===== src/rtl/core/assert_macros.svh =====
// Assertion macros shared by the scheduler RTL.
`ifndef ASSERT_MACROS_SVH
`define ASSERT_MACROS_SVH
`ifndef SYNTHESIS
// Check on every rising edge of clk outside reset.
`define PBTS_ASSERT(label, prop, msg) \
  label: assert property (@(posedge clk) disable iff (rst) prop) else $error(msg);
// Check on every rising edge of clk, reset included.
`define PBTS_ASSERT_ALWAYS(label, prop, msg) \
  label: assert property (@(posedge clk) prop) else $error(msg);
`else
`define PBTS_ASSERT(label, prop, msg)
`define PBTS_ASSERT_ALWAYS(label, prop, msg)
`endif
`endif


===== src/rtl/core/pbts_pkg.sv =====
// Shared constants and types of the priority bitmap scheduler.
package pbts_pkg;

  localparam int TASK_COUNT  = 64;
  localparam int DELAY_WIDTH = 16;

  localparam int PRIO_W     = $clog2(TASK_COUNT);
  localparam int IDLE_PRIO  = TASK_COUNT - 1;
  localparam int LAST_SWEEP = IDLE_PRIO - 1;

  localparam int GROUP_SIZE  = 8;
  localparam int GIDX_W      = $clog2(GROUP_SIZE);
  localparam int GROUP_COUNT = (TASK_COUNT + GROUP_SIZE - 1) / GROUP_SIZE;
  localparam int GROUP_W     = (GROUP_COUNT > 1) ? $clog2(GROUP_COUNT) : 1;
  localparam int PAD_W       = GROUP_COUNT * GROUP_SIZE;

  typedef enum logic [1:0] {
    MODE_CREATE = 2'd0,
    MODE_DELAY  = 2'd1,
    MODE_TICK   = 2'd2,
    MODE_NOP    = 2'd3
  } mode_t;

  typedef struct packed {
    logic              found;
    logic [PRIO_W-1:0] prio;
  } find_res_t;

endpackage


===== src/rtl/core/pbts_ram.sv =====
// Generic simple dual-port RAM with registered read.
module pbts_ram #(
  parameter int WIDTH = 8,
  parameter int DEPTH = 64,
  localparam int AW = (DEPTH > 1) ? $clog2(DEPTH) : 1
) (
  input  logic             clk,
  input  logic             we,
  input  logic [AW-1:0]    wr_addr,
  input  logic [WIDTH-1:0] wr_data,
  input  logic             re,
  input  logic [AW-1:0]    rd_addr,
  output logic [WIDTH-1:0] rd_data
);

  logic [WIDTH-1:0] mem [DEPTH];

  always_ff @(posedge clk) begin
    if (we) begin
      mem[wr_addr] <= wr_data;
    end
    if (re) begin
      rd_data <= mem[rd_addr];
    end
  end

endmodule


===== src/rtl/core/pbts_find.sv =====
// Two-level registered search for the lowest-numbered ready priority.
module pbts_find (
  input  logic                           clk,
  input  logic [pbts_pkg::TASK_COUNT-1:0] ready_bits,
  output pbts_pkg::find_res_t            res
);

  import pbts_pkg::*;

  logic [PAD_W-1:0]       padded;
  logic [GROUP_COUNT-1:0] grp_any;
  logic [GIDX_W-1:0]      grp_idx [GROUP_COUNT];

  function automatic logic [GIDX_W-1:0] lowest_set(input logic [GROUP_SIZE-1:0] v);
    logic [GIDX_W-1:0] idx;
    idx = '0;
    for (int i = GROUP_SIZE - 1; i >= 0; i--) begin
      if (v[i]) idx = GIDX_W'(i);
    end
    return idx;
  endfunction

  // Pad with zeros so that a short last group never reports a phantom hit.
  assign padded = PAD_W'(ready_bits);

  always_ff @(posedge clk) begin
    for (int g = 0; g < GROUP_COUNT; g++) begin
      grp_any[g] <= |padded[g*GROUP_SIZE +: GROUP_SIZE];
      grp_idx[g] <= lowest_set(padded[g*GROUP_SIZE +: GROUP_SIZE]);
    end
  end

  always_comb begin
    res.found = |grp_any;
    res.prio  = '0;
    for (int g = GROUP_COUNT - 1; g >= 0; g--) begin
      if (grp_any[g]) res.prio = PRIO_W'({GROUP_W'(g), grp_idx[g]});
    end
  end

endmodule


===== src/rtl/core/priority_bitmap_task_scheduler.sv =====
// Top level of the priority bitmap task scheduler.
//
// Input channel (in_valid / in_stall) carries one event word: mode, task_prio
// and delay_ticks. Output channel (out_valid / out_stall) returns one result
// word per event: the lowest-numbered ready priority, a none-ready flag and
// the tick count after the event.
// Events are handled one at a time. Create, delay and no-op pass from
// acceptance through the find and done states to the result; a tick first
// passes the sweep, which reads, decrements and writes back one delay
// counter of the counter RAM per cycle.
// The ready search is a registered two-level tree over groups of eight.
// A result word is held in the output register until taken; the next event
// is accepted meanwhile, and its result waits until the register is free.
// in_stall is high whenever an event is in progress.
// Reset clears the ready, delayed and exists bitmaps and the tick count; the
// counter RAM is not cleared, as a counter is always loaded before its value is used.
module priority_bitmap_task_scheduler (
  input  logic        clk,
  input  logic        rst,
  input  logic        in_valid,
  output logic        in_stall,
  input  logic [1:0]  mode,
  input  logic [5:0]  task_prio,
  input  logic [15:0] delay_ticks,
  output logic        out_valid,
  input  logic        out_stall,
  output logic [5:0]  high_ready_prio,
  output logic        none_ready,
  output logic [31:0] tick_count
);

  import pbts_pkg::*;

  `include "assert_macros.svh"

  typedef enum logic [1:0] {S_IDLE, S_SWEEP, S_FIND, S_DONE} state_t;

  state_t                 state;
  logic [TASK_COUNT-1:0]  ready_bits;
  logic [TASK_COUNT-1:0]  delayed_bits;
  logic [TASK_COUNT-1:0]  exists_bits;
  logic [31:0]            tick_counter;
  logic [PRIO_W-1:0]      swp_addr;
  logic                   swp_issue;
  logic                   wb_valid;
  logic [PRIO_W-1:0]      wb_addr;

  logic                   in_acc;
  logic [PRIO_W-1:0]      idx;
  logic                   in_range;
  logic [DELAY_WIDTH-1:0] ticks;
  logic                   wb_active;
  logic [DELAY_WIDTH-1:0] dec;

  logic                   ram_we;
  logic [PRIO_W-1:0]      ram_wr_addr;
  logic [DELAY_WIDTH-1:0] ram_wr_data;
  logic                   ram_re;
  logic [DELAY_WIDTH-1:0] ram_rd_data;
  find_res_t              find_res;

  assign in_stall  = (state != S_IDLE);
  assign in_acc    = in_valid && !in_stall;
  assign idx       = PRIO_W'(task_prio);
  assign in_range  = int'(task_prio) < TASK_COUNT;
  assign ticks     = DELAY_WIDTH'(delay_ticks);
  assign wb_active = wb_valid && exists_bits[wb_addr] && delayed_bits[wb_addr];
  assign dec       = DELAY_WIDTH'(ram_rd_data - DELAY_WIDTH'(1));

  assign ram_re = (state == S_SWEEP) && swp_issue;

  always_comb begin
    ram_we      = 1'b0;
    ram_wr_addr = idx;
    ram_wr_data = ticks;
    if (in_acc && in_range) begin
      case (mode_t'(mode))
        MODE_CREATE: begin
          ram_we      = 1'b1;
          ram_wr_data = '0;
        end
        MODE_DELAY: ram_we = exists_bits[idx];
        default: ;
      endcase
    end
    // Write back the decremented counter in the cycle after its read.
    if (state == S_SWEEP && wb_active) begin
      ram_we      = 1'b1;
      ram_wr_addr = wb_addr;
      ram_wr_data = dec;
    end
  end

  pbts_ram #(
    .WIDTH(DELAY_WIDTH),
    .DEPTH(TASK_COUNT)
  ) u_cnt_ram (
    .clk    (clk),
    .we     (ram_we),
    .wr_addr(ram_wr_addr),
    .wr_data(ram_wr_data),
    .re     (ram_re),
    .rd_addr(swp_addr),
    .rd_data(ram_rd_data)
  );

  pbts_find u_find (
    .clk       (clk),
    .ready_bits(ready_bits),
    .res       (find_res)
  );

  always_ff @(posedge clk) begin
    if (rst) begin
      state        <= S_IDLE;
      ready_bits   <= '0;
      delayed_bits <= '0;
      exists_bits  <= '0;
      tick_counter <= '0;
      swp_issue    <= 1'b0;
      wb_valid     <= 1'b0;
      out_valid    <= 1'b0;
    end else begin
      if (out_valid && !out_stall && state != S_DONE) out_valid <= 1'b0;
      case (state)
        S_IDLE: begin
          if (in_valid) begin
            state <= (mode_t'(mode) == MODE_TICK) ? S_SWEEP : S_FIND;
            case (mode_t'(mode))
              MODE_CREATE: begin
                if (in_range) begin
                  exists_bits[idx]  <= 1'b1;
                  ready_bits[idx]   <= 1'b1;
                  delayed_bits[idx] <= 1'b0;
                end
              end
              MODE_DELAY: begin
                if (in_range && exists_bits[idx]) begin
                  ready_bits[idx]   <= 1'b0;
                  delayed_bits[idx] <= 1'b1;
                end
              end
              MODE_TICK: begin
                tick_counter <= tick_counter + 32'd1;
                swp_addr     <= '0;
                swp_issue    <= 1'b1;
                wb_valid     <= 1'b0;
              end
              default: ;
            endcase
          end
        end
        S_SWEEP: begin
          wb_valid <= swp_issue;
          wb_addr  <= swp_addr;
          // Advance the read pointer; the idle priority is never swept.
          if (swp_issue) begin
            if (swp_addr == PRIO_W'(LAST_SWEEP)) begin
              swp_issue <= 1'b0;
            end else begin
              swp_addr <= PRIO_W'(swp_addr + 1'b1);
            end
          end else begin
            state <= S_FIND;
          end
          if (wb_active && dec == '0) begin
            delayed_bits[wb_addr] <= 1'b0;
            ready_bits[wb_addr]   <= 1'b1;
          end
        end
        S_FIND: state <= S_DONE;
        S_DONE: begin
          // Hold the result until the output register is free.
          if (!out_valid || !out_stall) begin
            out_valid       <= 1'b1;
            high_ready_prio <= 6'(find_res.prio);
            none_ready      <= !find_res.found;
            tick_count      <= tick_counter;
            state           <= S_IDLE;
          end
        end
        default: state <= S_IDLE;
      endcase
    end
  end

  `PBTS_ASSERT(a_ram_no_clash, (ram_we && ram_re) |-> (ram_wr_addr != swp_addr), "RAM read and write hit one entry")
  `PBTS_ASSERT(a_out_from_done, $rose(out_valid) |-> $past(state == S_DONE), "result word raised outside done")
  `PBTS_ASSERT(a_none_zero, (out_valid && none_ready) |-> (high_ready_prio == 6'd0), "none ready with non-zero priority")
  `PBTS_ASSERT(a_tick_only_on_tick, (!$past(rst) && tick_counter != $past(tick_counter)) |-> $past(in_acc && mode == MODE_TICK), "tick count moved without a tick")
  `PBTS_ASSERT(a_idle_ready_by_create, (!$past(rst) && ready_bits[IDLE_PRIO] && !$past(ready_bits[IDLE_PRIO])) |-> $past(in_acc && mode == MODE_CREATE), "idle priority woke without create")

endmodule

===== config.mk =====
export PLATFORM = sky130hd
export DESIGN_NAME = priority_bitmap_task_scheduler
export DESIGN_NICKNAME = d
export VERILOG_FILES = /design/src/rtl/core/pbts_pkg.sv /design/src/rtl/core/pbts_ram.sv /design/src/rtl/core/pbts_find.sv /design/src/rtl/core/priority_bitmap_task_scheduler.sv
export VERILOG_INCLUDE_DIRS = /design/src /design/src/rtl/core
export SDC_FILE = /design/constraint.sdc
export NUM_CORES = 2
export LEC_CHECK = 0
export BUFFER_PORTS_ARGS = -buffer_cell sky130_fd_sc_hd__buf_2
export CAP_MARGIN = 30
export CORE_MARGIN = 2
export CORE_UTILIZATION = 60
export CTS_CLUSTER_SIZE = 28
export DETAILED_ROUTE_END_ITERATION = 16
export PLACE_DENSITY_LB_ADDON = 0.25
export SLEW_MARGIN = 20
export SYNTH_ARGS = -nofsm -noshare
export SYNTH_HDL_FRONTEND = slang
export SYNTH_HIERARCHICAL = 1
export SYNTH_SLANG_ARGS = --single-unit

===== constraint.sdc =====
create_clock -name clk -period 6.6 [get_ports clk]
set_clock_uncertainty 0.1 [all_clocks]
set_input_delay 0 -clock clk [delete_from_list [all_inputs] [get_ports clk]]
set_output_delay 0 -clock clk [all_outputs]
set_load 0.05 [all_outputs]

### After elaboration in Yosys (flattened, before gate mapping)

Memories as Yosys holds them, arrays and structs flattened. A register that Yosys moved wholly into a read port is not among the register bits.
Cells that the tools add are included.
W data, S select, Z words.

* register bits: 288
* bits in latches: 0
* memory bits (writable): 1048
* memory bits (read-only): 0
* input bits: 28
* output and inout port bits: 41
* memories: 2

Memories
* u_cnt_ram.mem: depth 64, bits a word 16, read ports 1, clocked after memory_dff 1, write ports 1, RTL line pbts_ram.sv:16 `logic [WIDTH-1:0] mem [DEPTH];`
* u_find.grp_idx: depth 8, bits a word 3, read ports 8, clocked after memory_dff 0, write ports 8, RTL line pbts_find.sv:12 `logic [GIDX_W-1:0] grp_idx [GROUP_COUNT];`

* add/sub/neg operators: 3
* multipliers: 0
* div/mod/pow operators: 0
* $lt $le $gt $ge: 4
* eq/ne operators: 16
* shift operators: 0
* muxes and demuxes: 122
* bitwise gates (word level): 10
* reductions and logical operators: 39

Operators with widths (number)
* $pmux W64 S2: 4
* $mux W64: 6
* $or A64 B64 Y64: 4
* $mux W3: 65
* $and A64 B64 Y64: 3
* $not A64 Y64: 2
* $reduce_or A8 Y1: 9
* $mux W6: 9
* $mux W16: 3
* $add A32 B1 Y32 const B: 1
* $bmux W1 S6: 3
* $mux W1: 18
* $logic_not A16 Y1: 1
* $sub A16 B1 Y16 const B: 1
* $reduce_and A3 Y1: 5
* $lt A6 B7 Y1 const B: 2
* $ne A2 B2 Y1 const B: 7
* $demux W1 S6: 2
* $ge A6 B1 Y1 const B: 2
* $pmux W6 S2: 1
* $logic_and A1 B1 Y1: 10
* $mux W5: 2
* $mux W2: 4
* $pmux W2 S4: 1
* other kinds (19): 29

### Depth between registers and ports, before layout

* depth in word-level cells: 10
* depth in mapped cells: 17
* mapped depth without buffers: 11

### By module

The synthesis kept the hierarchy.

By module, submodules not included
* pbts_ram: instances 1, cells an instance 1829, area each 40202.3 um2, seq. area each 31230.0 um2
* priority_bitmap_task_scheduler: instances 1, cells an instance 1876, area each 15952.8 um2, seq. area each 6115.9 um2
* pbts_find: instances 1, cells an instance 183, area each 1457.6 um2, seq. area each 640.6 um2

### Worst setup path before layout

OpenSTA, ideal clock, no wires.

* kind: register to register
* start point: register wb_addr[1]
* end point: memory u_cnt_ram/mem[0][0] (netlist bit) (data pin)
* setup time: 564 ps
* arrival: 4257 ps
* required time: 5936 ps
* slack: 1679 ps
* stages on the path, launching flop included: 12
* period minus slack after synthesis: 4921 ps
* cells stage by stage: edfxtp_1 buf_6 buf_12 nor2b_4 a221oi_1 a31oi_1 o31a_1 nor4_1 a21oi_1 nand2_1 buf_2 mux2i_1

* longest elaborated chain between the ends: 6
* elaborated cells on any way between the ends: 8

Ends and longest elaborated chain
* from (decl): RTL line priority_bitmap_task_scheduler.sv:46 `logic [PRIO_W-1:0] wb_addr;`
* from (signal assigned): RTL line priority_bitmap_task_scheduler.sv:155 `wb_addr <= swp_addr;`
* $bmux W1 S6: RTL line priority_bitmap_task_scheduler.sv:67 `assign wb_active = wb_valid && exists_bits[wb_addr] && delayed_bits[wb_addr];`
* $mux W1 (not written as such): RTL line priority_bitmap_task_scheduler.sv:67
* $logic_and A1 B1 Y1: RTL line priority_bitmap_task_scheduler.sv:67
* $logic_and A1 B1 Y1 (*): RTL line priority_bitmap_task_scheduler.sv:67
* $logic_and A1 B1 Y1 (*): RTL line priority_bitmap_task_scheduler.sv:87 `if (state == S_SWEEP && wb_active) begin`
* $mux W16 (*): RTL line priority_bitmap_task_scheduler.sv:87
* net ram_wr_data[0]: RTL line priority_bitmap_task_scheduler.sv:57 `logic [DELAY_WIDTH-1:0] ram_wr_data;`
* to (decl): RTL line pbts_ram.sv:16

Mark *: on every way through the listed nets, which the timed path passes. The rest lies on a longest branch. The select of a mux whose other input is x is not followed.

### Final worst setup path

* start point: register wb_addr[1]
* end point: memory u_cnt_ram/mem[22][13] (netlist bit), enable pin

* longest elaborated chain between the ends: 8
* elaborated cells on any way between the ends: 11

Ends and longest elaborated chain
* $bmux W1 S6: RTL line priority_bitmap_task_scheduler.sv:67
* $mux W1 (not written as such): RTL line priority_bitmap_task_scheduler.sv:67
* $logic_and A1 B1 Y1: RTL line priority_bitmap_task_scheduler.sv:67
* $logic_and A1 B1 Y1 (*): RTL line priority_bitmap_task_scheduler.sv:67
* $logic_and A1 B1 Y1 (*): RTL line priority_bitmap_task_scheduler.sv:87
* $mux W1 (*): RTL line priority_bitmap_task_scheduler.sv:87
* net ram_we: RTL line priority_bitmap_task_scheduler.sv:55 `logic ram_we;`
* $mux W1 (*): RTL line pbts_ram.sv:19 `if (we) begin`
* $mux W1 (not written as such) (*): RTL line pbts_ram.sv:20 `mem[wr_addr] <= wr_data;`

Marks and branches as above.

==> metrics.txt <==
Overflow after GRT=0; Clk pwr share=0.390; Final ANT Viol Nets=0; die area=0.0985 mm2; fillcell total=6268; io pins=69; first-pass GRT wire length=228000 um; via count=36268; outcome=finished clean; clk_lat worst skew=0.75 ns; Initial Utilization=0.606; RSZ-0062 raised after global routing=no; Psw=0.00523 W; Sw Share=0.261; worst-margin pin slew=1.05 ns; Final Util=0.677; Setup Buffers After CTS=0; clock-pin slew on the worst setup and hold paths=0.06 ns; clk sinks=1352; CTS Root Cell=clkbuf_16; Final Hold Viols=0; Worst Path Class, Setup=flop to flop; mean cell area of the mapped netlist=14.8 um2; drt via density=6.75; Crit Path Max Fanout=17; Reg power frac=0.479; async set or reset register ratio after synthesis=0; sequential area share after synthesis=0.659; Die Wd=314 um; Critical Path End Type=flop; Synth Instances=3888; CP Data Arrival Time=6.11 ns; CTS buffer count=137; initial drt markers=5868; Area contributors post-synth=edfxtp_1 (57%), mux4_2 (9.1%), dfxtp_1 (9.1%); Syn Nets=3926; row cnt=113; final net count=4030; gr usage total=0.316; pin count of the biggest net entering global routing=131; Routed wire per std cell=29.0 um; Syn Std Cell Area=0.0576 mm2; Setup Viol. Count Final=0; vias in the first global route=34531; Lkg Pwr=20.8 nW; Placer Congestion=0.978; Layout Area Growth over Synthesis=11.6%; Hold WC Path Type=primary input to flop; die height=314 um; CTS H-Tree Depth=4; CTS tree=built; layout cells sized above 1=0.202; EDFF count, synth=1091; drt drc=0; combinational group share of total power=0.131; MaxCap Viol Count=0; count of cell types in the netlist=91; setup TNS=0 ns; leading area contributor after synthesis=edfxtp_1; initial antenna violation count=7; Main synth FF type=edfxtp_1; routed wire length=156000 um; Tmin final=5.75 ns; cts repair resizes=0; clock tree buffer depth=3; first drt pass iteration count=6; PortBufs=68; WP data required=6.96 ns; Final Max Tran Viols=0; relative slew slack=0.296; Pwr Density=311 mW/mm2; yosys warns=6; Final Cycle Share=0.871; HPWL Detailed=95400 um; Internal=0.0148 W; CORE AREA=0.0950 mm2; FF+latch count, synth=1352; post-synth top area share=0.569; Worst setup SP type=flop; Worst VDD drop=346 uV; Max Freq=0.174 GHz; Hold-fix buffers, CTS=25
layout make-up:
type	instances	area (um2)	area share
well taps	1265	1580	0.0246
diodes	1	2.50	0.0000389
clock inverters	76	719	0.0112
clock buffers	175	3780	0.0588
multi-input cells	2186	18100	0.282
repair buffers	233	1800	0.0280
inverters	82	308	0.00479
flip-flops and latches	1352	38000	0.591
registers in the layout, indices dropped and copies added, names as in the netlist, named ones only:
| signal | cells |
|---|---|
| u_cnt_ram/rd_data | 16 |
| wb_valid | 1 |
| swp_issue | 1 |
| u_find/grp_idx | 24 |
| wb_addr | 6 |
| out_valid | 1 |
| state | 2 |
| exists_bits | 64 |
| high_ready_prio | 6 |
| none_ready | 1 |
| u_cnt_ram/mem | 1024 |
| swp_addr | 6 |
| u_find/grp_any | 8 |
| tick_count | 32 |
| tick_counter | 32 |
synth_stat cells (17+ instances only):
library cell / count
nand2_1: 213
a31oi_1: 70
nor2_1: 399
a311oi_1: 19
xnor2_1: 20
a22oi_1: 53
mux4_2: 233
nor4_1: 23
a211oi_2: 32
nor3_1: 62
o221a_2: 19
mux2_1: 26
mux2_2: 51
dfxtp_1: 261
o211ai_1: 46
nand4_1: 22
mux2i_1: 130
nor2b_1: 77
buf_2: 64
xor2_1: 24
a2111oi_2: 17
edfxtp_1: 1091
buf_6: 24
nand3_1: 58
a21oi_1: 155
a221oi_1: 30
inv_1: 80
clkbuf_1: 139
o21ai_0: 122
per-layer routing:
| layer | up-vias | part of all wire | global-route usage |
|---|---|---|---|
| met4 | 4 | 0.041 | 0.123 |
| met2 | 2408 | 0.45 | 0.477 |
| met3 | 384 | 0.12 | 0.0757 |
| met1 | 18054 | 0.39 | 0.449 |
| li1 | 15418 | - | - |
| met5 | - | 0.00017 | 0 |
kinds of logic (layout without fill, tap and decap cells):
logic type,Yosys count,count (layout),share of synthesized area
buffers and inverters,350,566,0.0309
and+or+nand+nor,968,968,0.0796
other,0,1,0
DFF,1352,1352,0.659
xor gates and xnor gates,44,44,0.00669
AOI/OAI and AO/OA,720,720,0.0908
adders and majority gates,10,10,0.00217
muxes,444,444,0.131
metrics by stage:
step / setup slack (ns) / instance area, um2 / total power [W] / hold slack [ns] / instances
2_1_floorplan: 1.68 / 57600 / 0.0115 / 0.0441 / 3888
3_3_place_gp: 1.14 / 59500 / 0.0122 / 0.205 / 5088
3_5_place_dp: 1.07 / 59500 / 0.0123 / 0.214 / 5091
4_1_cts: 1.05 / 64300 / 0.0200 / 0.0315 / 5367
5_1_grt: 0.813 / 64300 / 0.0205 / 0.0445 / 5369
6_report: 0.850 / 64300 / 0.0200 / 0.00251 / 5370
cells in the final DEF (no fill, tap or decap), types with 114 or more instances in the layout:
master | synthesis | final
dfxtp_1 | 261 | 261
edfxtp_1 | 1091 | 1091
o21ai_0 | 122 | 121
buf_4 | 16 | 127
clkbuf_16 | 0 | 143
a21oi_1 | 155 | 155
mux4_2 | 233 | 233
nor2_1 | 399 | 398
mux2i_1 | 130 | 114
nand2_1 | 213 | 212
critical path: stages (launching register included):
cell and delay [ns]:
edfxtp_1 0.79, buf_4 0.40, mux4_2 0.54, nor2b_1 0.14, a211oi_1 0.56, a2111oi_2 0.13
nand3_1 0.13, a21oi_1 0.06, nand2_2 0.25, buf_4 0.58, o21ai_0 0.53, nor2b_1 0.32
nand3_1 0.53, nor2_1 0.14, buf_4 0.26
power groups by stage:
stage	sequential, W	combinational [W]	clock (W)
global route	0.00959	0.00277	0.00818
floorplan	0.00975	0.00174	0
global placement	0.00975	0.00246	0
detailed placement	0.00976	0.00252	0
finish	0.00958	0.00263	0.00779
CTS	0.00958	0.00256	0.00786
final timing paths:
| check | start | to | slack [ns] | depth (start not counted) |
|---|---|---|---|---|
| worst min register to register | tick_counter[31] | tick_count[31] | 0.36 | 0 |
| worst max register to register | wb_addr[1] | u_cnt_ram/mem[22][13] | 0.85 | 14 |
| worst max-delay path | wb_addr[1] | u_cnt_ram/mem[22][13] | 0.85 | 14 |
| worst min-delay path | delay_ticks[3] | u_cnt_ram/mem[62][3] | 0.003 | 4 |
No activity file was read; power rests on OpenSTA's default activity.
